--- config.mk ---
export PLATFORM = sky130hd
export DESIGN_NAME = tcw_ctrl
export DESIGN_NICKNAME = d
export VERILOG_FILES = /design/src/rtl/core/tcw_pkg.sv /design/src/rtl/core/tcw_ctrl.sv
export SDC_FILE = /design/constraint.sdc
export NUM_CORES = 1
export LEC_CHECK = 0
export BUFFER_PORTS_ARGS = -buffer_cell sky130_fd_sc_hd__clkbuf_2
export CAP_MARGIN = 0
export CORE_AREA = 2 2 39 41
export DETAILED_ROUTE_END_ITERATION = 6
export DIE_AREA = 0 0 41 43
export SYNTH_ARGS = -nofsm -noshare
export SYNTH_HDL_FRONTEND = slang
export SYNTH_SLANG_ARGS = --single-unit
--- constraint.sdc ---
create_clock -name clk -period 1.8 [get_ports clk]
set_clock_uncertainty 0.2 [all_clocks]
set_input_delay 0.18 -clock clk [delete_from_list [all_inputs] [get_ports clk]]
set_output_delay 0.18 -clock clk [all_outputs]
set_load 0.05 [all_outputs]
--- src/rtl/core/tcw_pkg.sv ---
// ----------------------------------------------------------------------------
// tcw_pkg
// Shared constants, request codes and control types for the text console.
// ----------------------------------------------------------------------------
package tcw_pkg;

  localparam int COLS   = 80;
  localparam int ROWS   = 25;
  localparam int NCELLS = COLS * ROWS;

  localparam int COL_W  = 7;
  localparam int ROW_W  = 5;
  localparam int ADDR_W = $clog2(NCELLS);
  localparam int CELL_W = 16;

  typedef enum logic [1:0] {
    REQ_PUT       = 2'd0,
    REQ_BACKSPACE = 2'd1,
    REQ_CLEAR     = 2'd2,
    REQ_READ      = 2'd3
  } req_t;

  localparam logic CFG_DEFAULT_ATTR = 1'b0;
  localparam logic CFG_ERROR_ATTR   = 1'b1;

  localparam logic [7:0] DEFAULT_ATTR_RST = 8'd15;
  localparam logic [7:0] ERROR_ATTR_RST   = 8'd244;

  localparam logic [7:0] CH_NEWLINE = 8'h0A;
  localparam logic [7:0] CH_BLANK   = 8'h08;
  localparam logic [7:0] CH_E       = 8'h45;
  localparam logic [7:0] CH_SPACE   = 8'h20;

  typedef enum logic [2:0] {
    ST_INIT,
    ST_IDLE,
    ST_PLAN,
    ST_EXEC,
    ST_SWEEP,
    ST_DONE
  } state_t;

  typedef struct packed {
    logic load_item;
    logic plan;
    logic exec;
    logic sweep_step;
    logic load_out;
  } cmd_t;

  typedef struct packed {
    logic plan_sweep;
    logic sweep_last;
    logic out_free;
  } sts_t;

endpackage

--- src/rtl/core/tcw_ctrl.sv ---
// ----------------------------------------------------------------------------
// tcw_ctrl
// Request sequencer: accept, plan, execute, row/screen sweep, result load.
// ----------------------------------------------------------------------------
module tcw_ctrl
  import tcw_pkg::*;
(
  input  logic   clk,
  input  logic   rst,
  input  logic   s_tvalid,
  output logic   s_tready,
  input  sts_t   sts,
  output cmd_t   cmd
);

  state_t state, state_next;

  always_ff @(posedge clk) begin
    if (rst) begin
      state <= ST_INIT;
    end else begin
      state <= state_next;
    end
  end

  always_comb begin
    state_next = state;
    case (state)
      ST_INIT:  if (sts.sweep_last) state_next = ST_IDLE;
      ST_IDLE:  if (s_tvalid) state_next = ST_PLAN;
      ST_PLAN:  state_next = ST_EXEC;
      ST_EXEC:  state_next = sts.plan_sweep ? ST_SWEEP : ST_DONE;
      ST_SWEEP: if (sts.sweep_last) state_next = ST_DONE;
      ST_DONE:  if (sts.out_free) state_next = ST_IDLE;
      default:  state_next = ST_INIT;
    endcase
  end

  always_comb begin
    cmd      = '0;
    s_tready = 1'b0;
    case (state)
      ST_INIT:  cmd.sweep_step = 1'b1;
      ST_IDLE: begin
        s_tready      = 1'b1;
        cmd.load_item = s_tvalid;
      end
      ST_PLAN:  cmd.plan = 1'b1;
      ST_EXEC:  cmd.exec = 1'b1;
      ST_SWEEP: cmd.sweep_step = 1'b1;
      ST_DONE:  cmd.load_out = sts.out_free;
      default: ;
    endcase
  end

endmodule

# == Word level (Yosys, flattened, before mapping) ==
# Index checks and enable logic that the tools add are counted.
# W data, S select, Z words.
# word_totals
ff_bits,3
inputBits,6
output_inout_bits,6
wordCells,25
# classes
n_eq_ne,9
mux,12
reduce_logical,3
# ops
cell,n
$pmux W3 S6,1
$mux W3,4
$ne A2 B2 Y1 const B,4
$mux W1,7
$eq A3 B2 Y1 const B,2
$eq A3 B3 Y1 const B,2
$reduce_and A4 Y1,1
$eq A3 B1 Y1 const B,1
$logic_not A3 Y1,1
$reduce_or A2 Y1,1

# == Longest topological paths before layout ==
# Gate-level depths: netlist of run 1.
# logic_depth
ltp_word,3
mapped_depth,4
mapped_depth_nobuf,3

# == Worst setup path after synthesis of run 1 ==
# Ideal clock, no wire load.
# synth_timing
kind,reg-to-output
from,register state[1]
to,output cmd[3] (netlist name)
arrival_time_ps,1625
required_ps,1420
slack_ps,-205
stages_incl_launch_ff,2
n_path_buf,0
cell_sequence,dfxtp_1 -> nor3b_1
# synth_rtl
element,line,rtl
"start, declared",tcw_ctrl.sv:16,"state_t state, state_next;"
"start signal, assigned",tcw_ctrl.sv:22,state <= state_next;
"end, declared",tcw_ctrl.sv:13,output cmd_t cmd

==> flow_summary_export.csv, run 1 <==
group,metric,value,unit
status,status,"finished, final reports clean",
finish,nFillCells,160,
floorplanning,rows,14,
min_path,hold_path.class,"primary input to register",
routing,dr.pass1.iters,2,
finish,insertedDiodeCount,0,
critical_path,rrSetupSlack,0.65,ns
cts,htreeDepth,1,
critical_path,cp_top_family,"simple AND/OR/NAND/NOR gates",
grt,grt.total_usage,6.63,%
routing,wl,477,um
power,power.density,993,nW/um2
sta,min_period,1.74,ns
yosys,yosys_warnings,0,
sta,period_share,96.6,%
grt,antenna_found_initial,0,
yosys,ys_types,16,
sta,tightest_slew,0.324,ns
sta,clock.fmax,575,MHz
critical_path,crit_buf_inv,1,
finish,final_cell_mix,"11 x clkbuf_2, 5 x nand2_1, 3 x clkbuf_4, 3 x dfxtp_1",
sta,slew_headroom,78.4,%
grt,grt_pass1_vias,204,
critical_path,crit_chain,"nor2b_4 -> nor2b_4 -> and2_1 -> clkbuf_2",
yosys,post_synth.cell_area_avg,7.96,um2
cts,cts_tree,"built",
critical_path,crit_type,"register to output port",
critical_path,cpMaxStageDelayCell,"dfxtp_1",
finish,ff_latch_area,60.1,um2
floorplanning,die_x,41,um
floorplanning,start_util,14.4,%
grt,grt_pass1_wl,752,um
finish,stdcell_area,315,um2
finish,multiInputGateArea,133,um2
finish,reg.largest.list,"state (3)",
power,p_leak,0.152,nW
critical_path,cpPeakStageDelay,0.40,ns
yosys,yosys_register_bits,3,
routing,wl_per_cell,8.37,um
finish,area_growth,58.5,%
finish,largest_reg_flops,3,
floorplanning,core_area,1380,um2
critical_path,reg2reg_from,"state[1]",
grt,grt.met1_usage,7.07,%
routing,via_count,222,
critical_path,cp-start-kind,"register",
cts,clock_latency,0.23,ns
yosys,ys_seq_area_share,30.2,%
cts,cts_setup_buffers,0,
finish,finish.net_count,48,
floorplanning,die_h,43,um
yosys,netlist_instances,25,
sta,slew_violations,0,
sta,rsz0062_at_grt,"no",
cts,cts.sinks,3,
yosys,syn_area,199,um2
placement,place_congestion,0.700,
cts,cts_buffers,3,
routing,drcViolationCount,0,
cts,clkTransAtPathRegs,0.03,ns
grt,grt_use_met3,1.57,%
critical_path,setup.worst_path.end_class,"output port",
critical_path,cp-endpoint,"cmd[4]",
critical_path,crit_arrival,1.36,ns
critical_path,crit_start,"state[0]",
critical_path,rr_worst_depth,3,
job,drv_cap,0,
critical_path,path_max_fanout,5,
grt,use_met2,9.06,%
sta,tns,0,ns
yosys,synth_nets,31,
grt,grt.busiest_layer,"met2",
critical_path,r2r_end,"state[2]",
routing,viasPerCell,3.89,
critical_path,path_common_cell,"nor2b_4",
finish,drive_above_1_share,46.3,%
grt,grt_max_degree,9,
placement,place_area,279,um2
grt,overflow,0,
cts,ctsLongestPathBuffers,2,
placement,io_buffer_count,11,
routing,ant_nets,0,
routing,drt_iter0_markers,5,
finish,layout_commonest_cell,"clkbuf_2",
floorplanning,dieArea,1760,um2
sta,final_hold_viol_count,0,
finish,top_register,"state",
critical_path,cp_data_required_time,1.42,ns
floorplanning,pin_count,12,
sta,setup_viol,0,
cts,root_buffer,"clkbuf_4",
power,irDropWorstVdd,0.000318,V
critical_path,path_depth,4,
worst min-delay path, cell delays in order:
cell,delay (ns)
clkbuf_2,0.08
nand2_1,0.05
nand2_1,0.04
o31ai_1,0.06
kinds of logic after synthesis:
logic type	count (synthesis)	synth area share, %
compound gates	5	16.4
buf+inv	2	5.66
flops	3	30.2
simple gates	15	47.8
routing by layer:
layer | share of wire (%) | up-vias
met5 | 0 | -
met4 | 0 | 0
met3 | 2.7 | 0
met2 | 57 | 5
met1 | 40 | 101
li1 | - | 116
cells in the mapped netlist:
library cell | number | share of area (%)
and3_1 | 1 | 3.1
buf_4 | 1 | 3.8
nor3b_1 | 2 | 7.5
o31ai_1 | 1 | 3.8
inv_1 | 1 | 1.9
nand2_1 | 5 | 9.4
and2_1 | 1 | 3.1
o22ai_1 | 1 | 3.1
a21oi_1 | 2 | 5.0
nor2_1 | 1 | 1.9
nor3_1 | 1 | 2.5
nor2b_1 | 1 | 3.1
dfxtp_1 | 3 | 30
or2_1 | 1 | 3.1
a21oi_2 | 1 | 4.4
nor2b_4 | 2 | 14
layout make-up:
cell class,instances,area share [%]
repair buffers,13,23.0
multi-input cells,20,42.1
flip-flops and latches,3,19.0
well taps,16,6.35
clock buffers,4,8.33
inverters,1,1.19
how the worst min path moves through the flow:
stage               startpoint  endpoint  cells after the start
floorplan                  rst  state[2]                      1
global placement           rst  state[2]                      2
detailed placement         rst  state[2]                      2
CTS                     sts[2]  state[0]                      4
global route            sts[2]  state[0]                      4
finish                  sts[2]  state[0]                      4
where the power goes:
part           total (W)  switching, W  internal (W)
sequential     0.0000851     0.0000117     0.0000733
clock           0.000115     0.0000323     0.0000829
combinational   0.000113     0.0000722     0.0000405
total           0.000313      0.000116      0.000197
per-stage QoR:
step / setup slack (ns) / utilization [%] / hold WS [ns] / std cells / power, W
2_1_floorplan: 0.0321 / - / 0.0424 / 25 / 0.000172
3_3_place_gp: 0.320 / 20.2 / 0.205 / 52 / 0.000197
3_5_place_dp: 0.308 / 20.2 / 0.209 / 52 / 0.000198
4_1_cts: 0.0572 / 22.8 / 0.0197 / 57 / 0.000320
5_1_grt: 0.00908 / 22.8 / 0.0394 / 57 / 0.000327
6_report: 0.0617 / 22.8 / 0.0167 / 57 / 0.000313
timing repair:
item / CTS / global route
resized for setup: 0 / 0
hold buffers: 1 / 0
endpoints found under the hold margin: 2 / 0
(Power assumes the default switching activity.)
==> run 2, diff against run 1 <==
--- a/config.mk
+++ b/config.mk
@@ -10,6 +10,7 @@
 export CORE_AREA = 2 2 39 41
 export DETAILED_ROUTE_END_ITERATION = 6
 export DIE_AREA = 0 0 41 43
+export HOLD_SLACK_MARGIN = 0.05
 export SYNTH_ARGS = -nofsm -noshare
 export SYNTH_HDL_FRONTEND = slang
 export SYNTH_SLANG_ARGS = --single-unit
==> constraint.sdc (replaced) <==
create_clock -name clk -period 2 [get_ports clk]
set_clock_uncertainty 0.2 [all_clocks]
set_input_delay 0.2 -clock clk [delete_from_list [all_inputs] [get_ports clk]]
set_output_delay 0.2 -clock clk [all_outputs]
set_load 0.05 [all_outputs]
==> run 2 against run 1 <==
  * Sequential cell count unchanged
  * Clock power shrank 3%
  * Die area did not move
  * Largest power group unchanged
  * Sequential power shrank 7.3%
  * Utilization increased by 0.18 points
  * Hold slack gained 0.066 ns
==> flow_summary_export.csv, run 2 (same netlist as run 1, synthesis figures left out) <==
group,metric,value,unit
cts,cts_setup_buffers,0,
finish,multiInputGateArea,133,um2
placement,place_area,272,um2
placement,io_buffer_count,11,
grt,antenna_found_initial,0,
critical_path,cp_data_required_time,1.60,ns
cts,cts_tree,"built",
cts,clock_latency,0.24,ns
floorplanning,pin_count,12,
critical_path,cp-start-kind,"register",
floorplanning,dieArea,1760,um2
floorplanning,core_area,1380,um2
grt,grt_pass1_vias,193,
finish,stdcell_area,318,um2
finish,reg.largest.list,"state (3)",
routing,viasPerCell,3.96,
critical_path,crit_type,"register to output port",
critical_path,crit_start,"state[0]",
critical_path,rrSetupSlack,0.82,ns
finish,ff_latch_area,60.1,um2
cts,htreeDepth,1,
routing,drt_iter0_markers,4,
finish,finish.net_count,48,
critical_path,crit_arrival,1.47,ns
job,drv_cap,0,
sta,slew_headroom,78.0,%
placement,dp_hpwl,356,um
critical_path,cp-endpoint,"cmd[4]",
sta,min_period,1.87,ns
grt,grt.total_usage,7.93,%
placement,pre_cts_slack,0.372,ns
routing,drcViolationCount,0,
floorplanning,start_util,14.4,%
finish,layout_commonest_cell,"clkbuf_2",
floorplanning,die_x,41,um
sta,clock.fmax,536,MHz
routing,wl,482,um
cts,clkTransAtPathRegs,0.04,ns
cts,root_buffer,"clkbuf_4",
sta,rsz0062_at_grt,"no",
routing,dr.pass1.iters,2,
grt,grt_pass1_wl,807,um
critical_path,r2r_end,"state[2]",
grt,overflow,0,
finish,area_growth,59.7,%
critical_path,path_max_fanout,9,
critical_path,setup.worst_path.end_class,"output port",
finish,largest_reg_flops,3,
critical_path,rr_worst_depth,3,
power,power.density,897,nW/um2
routing,ant_nets,0,
placement,place_congestion,0.700,
finish,top_register,"state",
routing,wl_per_cell,8.46,um
cts,ctsLongestPathBuffers,2,
cts,cts_buffers,3,
grt,grt_max_degree,10,
sta,tightest_slew,0.330,ns
status,status,"finished, final reports clean",
floorplanning,die_h,43,um
finish,nFillCells,164,
power,irDropWorstVdd,0.000164,V
cts,cts.sinks,3,
power,finalPower,0.000285,W
sta,setup_viol,0,
floorplanning,rows,14,
sta,final_hold_viol_count,0,
sta,slew_violations,0,
finish,final_cell_mix,"11 x clkbuf_2, 5 x nand2_1, 3 x clkbuf_4, 3 x dfxtp_1",
power,p_leak,0.151,nW
min_path,hold_path.class,"primary input to register",
sta,worst_slack,0.133,ns
finish,drive_above_1_share,43.9,%
critical_path,reg2reg_from,"state[0]",
sta,tns,0,ns
routing,via_count,226,
sta,period_share,93.4,%
finish,insertedDiodeCount,0,
run 2: final cells by class:
class / count / share of cell area, %
inverters: 1 / 1.18
flip-flops and latches: 3 / 18.9
repair buffers: 13 / 23.6
multi-input cells: 20 / 41.7
well taps: 16 / 6.30
clock buffers: 4 / 8.27
run 2: metal layers:
metal | global-route usage, % | wire length (um) | vias up
met2 | 9.06 | 250 | 7
met1 | 7.40 | 201 | 103
met5 | 0 | 0 | -
met4 | 12.0 | 0 | 0
met3 | 4.71 | 29 | 0
li1 | - | - | 116
run 2: how the worst min path moves through the flow:
| stage | from | cells past startpoint | slack [ns] | to |
|---|---|---|---|---|
| floorplan | rst | 1 | 0.06 | state[2] |
| global placement | rst | 2 | 0.22 | state[2] |
| detailed placement | rst | 2 | 0.23 | state[2] |
| CTS | sts[0] | 4 | 0.08 | state[2] |
| global route | s_tvalid | 3 | 0.11 | state[1] |
| finish | sts[0] | 4 | 0.08 | state[2] |
run 2: repair_timing:
item                       in CTS  in global routing
hold endpoints to repair        3                  0
setup endpoints to repair       0                  0
gates resized for setup         0                  0
hold buffers                    2                  0
run 2: stage by stage:
stage / utilization [%] / std cells / hold WS [ns]
finish: 23.0 / 57 / 0.0830
floorplan: - / 25 / 0.0624
global placement: 19.6 / 51 / 0.221
detailed placement: 19.6 / 51 / 0.226
global route: 23.0 / 57 / 0.108
CTS: 23.0 / 57 / 0.0782
run 2: report_power, final:
part | switching [W] | internal [W]
Clock | 0.0000361 | 0.0000751
Sequential | 0.0000130 | 0.0000659
Combinational | 0.0000611 | 0.0000340
run 2: worst max-delay path: stages (launching register included):
cell	delay [ns]
dfxtp_1	0.48
nor2b_4	0.22
nor2b_4	0.14
and2_1	0.12
clkbuf_2	0.27
==> run 3, diff against run 2 <==
--- a/config.mk
+++ b/config.mk
@@ -5,6 +5,8 @@
 export SDC_FILE = /design/constraint.sdc
 export NUM_CORES = 1
 export LEC_CHECK = 0
+export ABC_AREA = 1
+export ABC_CLOCK_PERIOD_IN_PS = 2000
 export BUFFER_PORTS_ARGS = -buffer_cell sky130_fd_sc_hd__clkbuf_2
 export CAP_MARGIN = 0
 export CORE_AREA = 2 2 39 41
==> run 3 against run 2 <==
  * Maximum frequency up 8.9%
  * Sequential power barely moved
  * Global-route usage down 0.40 points
  * Cell count is 19% higher
  * Routed wire length rose by 1.0%
  * Die area is the same
  * Clock-buffer cell count stayed put
==> flow_summary_export.csv, run 3 <==
group,metric,value,unit
status,status,"finished, final reports clean",
min_path,hold_path.class,"primary input to register",
critical_path,cp_data_required_time,1.60,ns
critical_path,path_common_cell,"nor2_1",
critical_path,crit_arrival,1.31,ns
floorplanning,rows,14,
finish,reg.largest.list,"state (3)",
critical_path,r2r_end,"state[2]",
min_path,worstHoldEndpoint,"state[1]",
finish,insertedDiodeCount,0,
routing,dr.pass1.iters,4,
yosys,yosys_register_bits,3,
routing,wl,487,um
critical_path,crit_buf_inv,2,
critical_path,reg2reg_from,"state[0]",
yosys,synthTopCellsByArea,"dfxtp_1 28%, nor2_1 16%, inv_1 12%, nand2_1 12%, nand3_2 9.5%",
finish,largest_reg_flops,3,
min_path,holdPathStages,5,
finish,finish.net_count,59,
routing,wl_per_cell,7.16,um
routing,viasPerCell,3.88,
cts,root_buffer,"clkbuf_4",
sta,slew_violations,0,
grt,grt_pass1_wl,807,um
critical_path,crit_chain,"inv_2 -> nor2_1 -> nand2_1 -> nor2_1 -> clkbuf_2",
cts,cts_buffers,3,
yosys,ys_types,11,
critical_path,cpPeakStageDelay,0.39,ns
critical_path,cp_top_family,"flip-flops",
sta,slew_headroom,81.7,%
finish,top_register,"state",
cts,cts_tree,"built",
cts,cts.sinks,3,
floorplanning,start_util,15.3,%
routing,ant_nets,0,
critical_path,cpMaxStageDelayCell,"dfxtp_1",
placement,place_area,287,um2
yosys,synth_flop_cell,"dfxtp_1",
job,drv_cap,0,
floorplanning,die_x,41,um
yosys,yosys.area.top_type,"dfxtp_1",
critical_path,rr_worst_depth,6,
placement,dp_hpwl,367,um
power,power.density,937,nW/um2
grt,antenna_found_initial,0,
grt,grt_pass1_vias,210,
routing,via_count,264,
power,irDropWorstVdd,0.000356,V
critical_path,cp-start-kind,"register",
yosys,synthArstFlopShare,0,%
cts,clkTransAtPathRegs,0.04,ns
floorplanning,dieArea,1760,um2
yosys,syn_area,211,um2
critical_path,path_max_fanout,5,
sta,final_hold_viol_count,0,
cts,clock_latency,0.24,ns
min_path,min-delay-start,"sts[0]",
grt,grt_max_degree,8,
sta,period_share,85.7,%
yosys,synth_edf_count,0,
routing,drt_iter0_markers,5,
critical_path,crit_type,"register to output port",
yosys,synth_top_area_share,28.4,%
cts,htreeDepth,1,
grt,grt.total_usage,7.53,%
placement,pre_cts_slack,0.539,ns
finish,area_growth,57.4,%
power,p_leak,0.181,nW
sta,rsz0062_at_grt,"no",
finish,layout_commonest_cell,"clkbuf_2",
placement,io_buffer_count,11,
sta,min_period,1.71,ns
yosys,yosysMostFrequentCell,"nor2_1",
sta,setup_viol,0,
sta,tightest_slew,0.276,ns
cts,ctsLongestPathBuffers,2,
yosys,post_synth.cell_area_avg,6.04,um2
finish,final_cell_mix,"11 x clkbuf_2, 9 x nor2_1, 7 x nand2_1, 7 x inv_1",
yosys,ys_seq_area_share,28.4,%
floorplanning,pin_count,12,
yosys,yosys_warnings,0,
floorplanning,die_h,43,um
yosys,netlist_instances,35,
routing,drcViolationCount,0,
sta,tns,0,ns
finish,stdcell_area,333,um2
floorplanning,core_area,1380,um2
finish,drive_above_1_share,34.6,%
sta,clock.fmax,583,MHz
placement,place_congestion,0.712,
critical_path,setup.worst_path.end_class,"output port",
yosys,synth_commonest_cells,"9 x nor2_1, 7 x inv_1, 7 x nand2_1",
yosys,synth_nets,41,
grt,overflow,0,
sta,worst_slack,0.285,ns
critical_path,rrSetupSlack,0.74,ns
-- run 3: cell types whose count changed in the layout (fill, tap and decap cells not counted), moves of 2 or more --
cell and change:
nor2b_4 -2, nand2_1 +2, a21oi_1 -2, inv_1 +6, nor2_1 +8, nand3_2 +2
-- run 3: kinds of logic (layout without fill, tap and decap cells) --
kind of cell	Yosys count	after routing	synth area share [%]
compound gates	4	4	14.8
flops	3	3	28.4
buf+inv	8	25	14.2
simple gates	20	20	42.6
-- run 3: how the worst max path moves through the flow --
| stage | startpoint | end | slack, ns | cells past startpoint |
|---|---|---|---|---|
| 2_1_floorplan | state[1] | cmd[3] | 0.06 | 2 |
| 4_1_cts | state[0] | cmd[4] | 0.27 | 5 |
| 5_1_grt | state[0] | cmd[4] | 0.12 | 5 |
| 6_report | state[0] | cmd[4] | 0.29 | 5 |
| 3_5_place_dp | state[0] | cmd[4] | 0.54 | 5 |
| 3_3_place_gp | state[0] | cmd[4] | 0.57 | 5 |
-- run 3: layout make-up --
| cell class | count | area [um2] |
|---|---|---|
| repair buffers | 13 | 75.1 |
| fillers | 160 | 1050 |
| clock buffers | 4 | 26.3 |
| multi-input cells | 24 | 121 |
| inverters | 8 | 30.0 |
| flip-flops and latches | 3 | 60.1 |
| well taps | 16 | 20.0 |
-- run 3: stage by stage --
stage	util [%]	instances	hold WS, ns	total power, W
finish	24.1	68	0.153	0.000312
global route	24.1	68	0.179	0.000339
CTS	24.1	68	0.145	0.000319
detailed placement	20.7	62	0.200	0.000201
global placement	20.7	62	0.200	0.000201
floorplan	-	35	0.0624	0.000174
-- run 3: worst min-delay path: stages --
cell,delay (ns)
clkbuf_2,0.08
inv_1,0.06
nand2_1,0.08
nand3_2,0.09
nor2_1,0.04
-- run 3: timing repair --
item                                   4_1_cts  5_1_grt
setup buffers                                0        0
endpoints found under the hold margin        3        0
hold buffers                                 2        0
gates resized for setup                      0        0
-- run 3: layer usage --
metal  wire length (um)  vias to the layer above  track usage (%)  part of all wire [%]
met1                211                      104             7.72                    43
met5                  0                        -                0                     0
met2                191                       17             9.38                    39
li1                   -                      140                -                     -
met4                 11                        0             4.00                   2.3
met3                 73                        3             7.85                    15
-- run 3: power by group --
group | internal, W | total [W] | switching, W
sequential | 0.0000678 | 0.0000791 | 0.0000113
clock | 0.0000749 | 0.000109 | 0.0000342
combinational | 0.0000339 | 0.000123 | 0.0000896
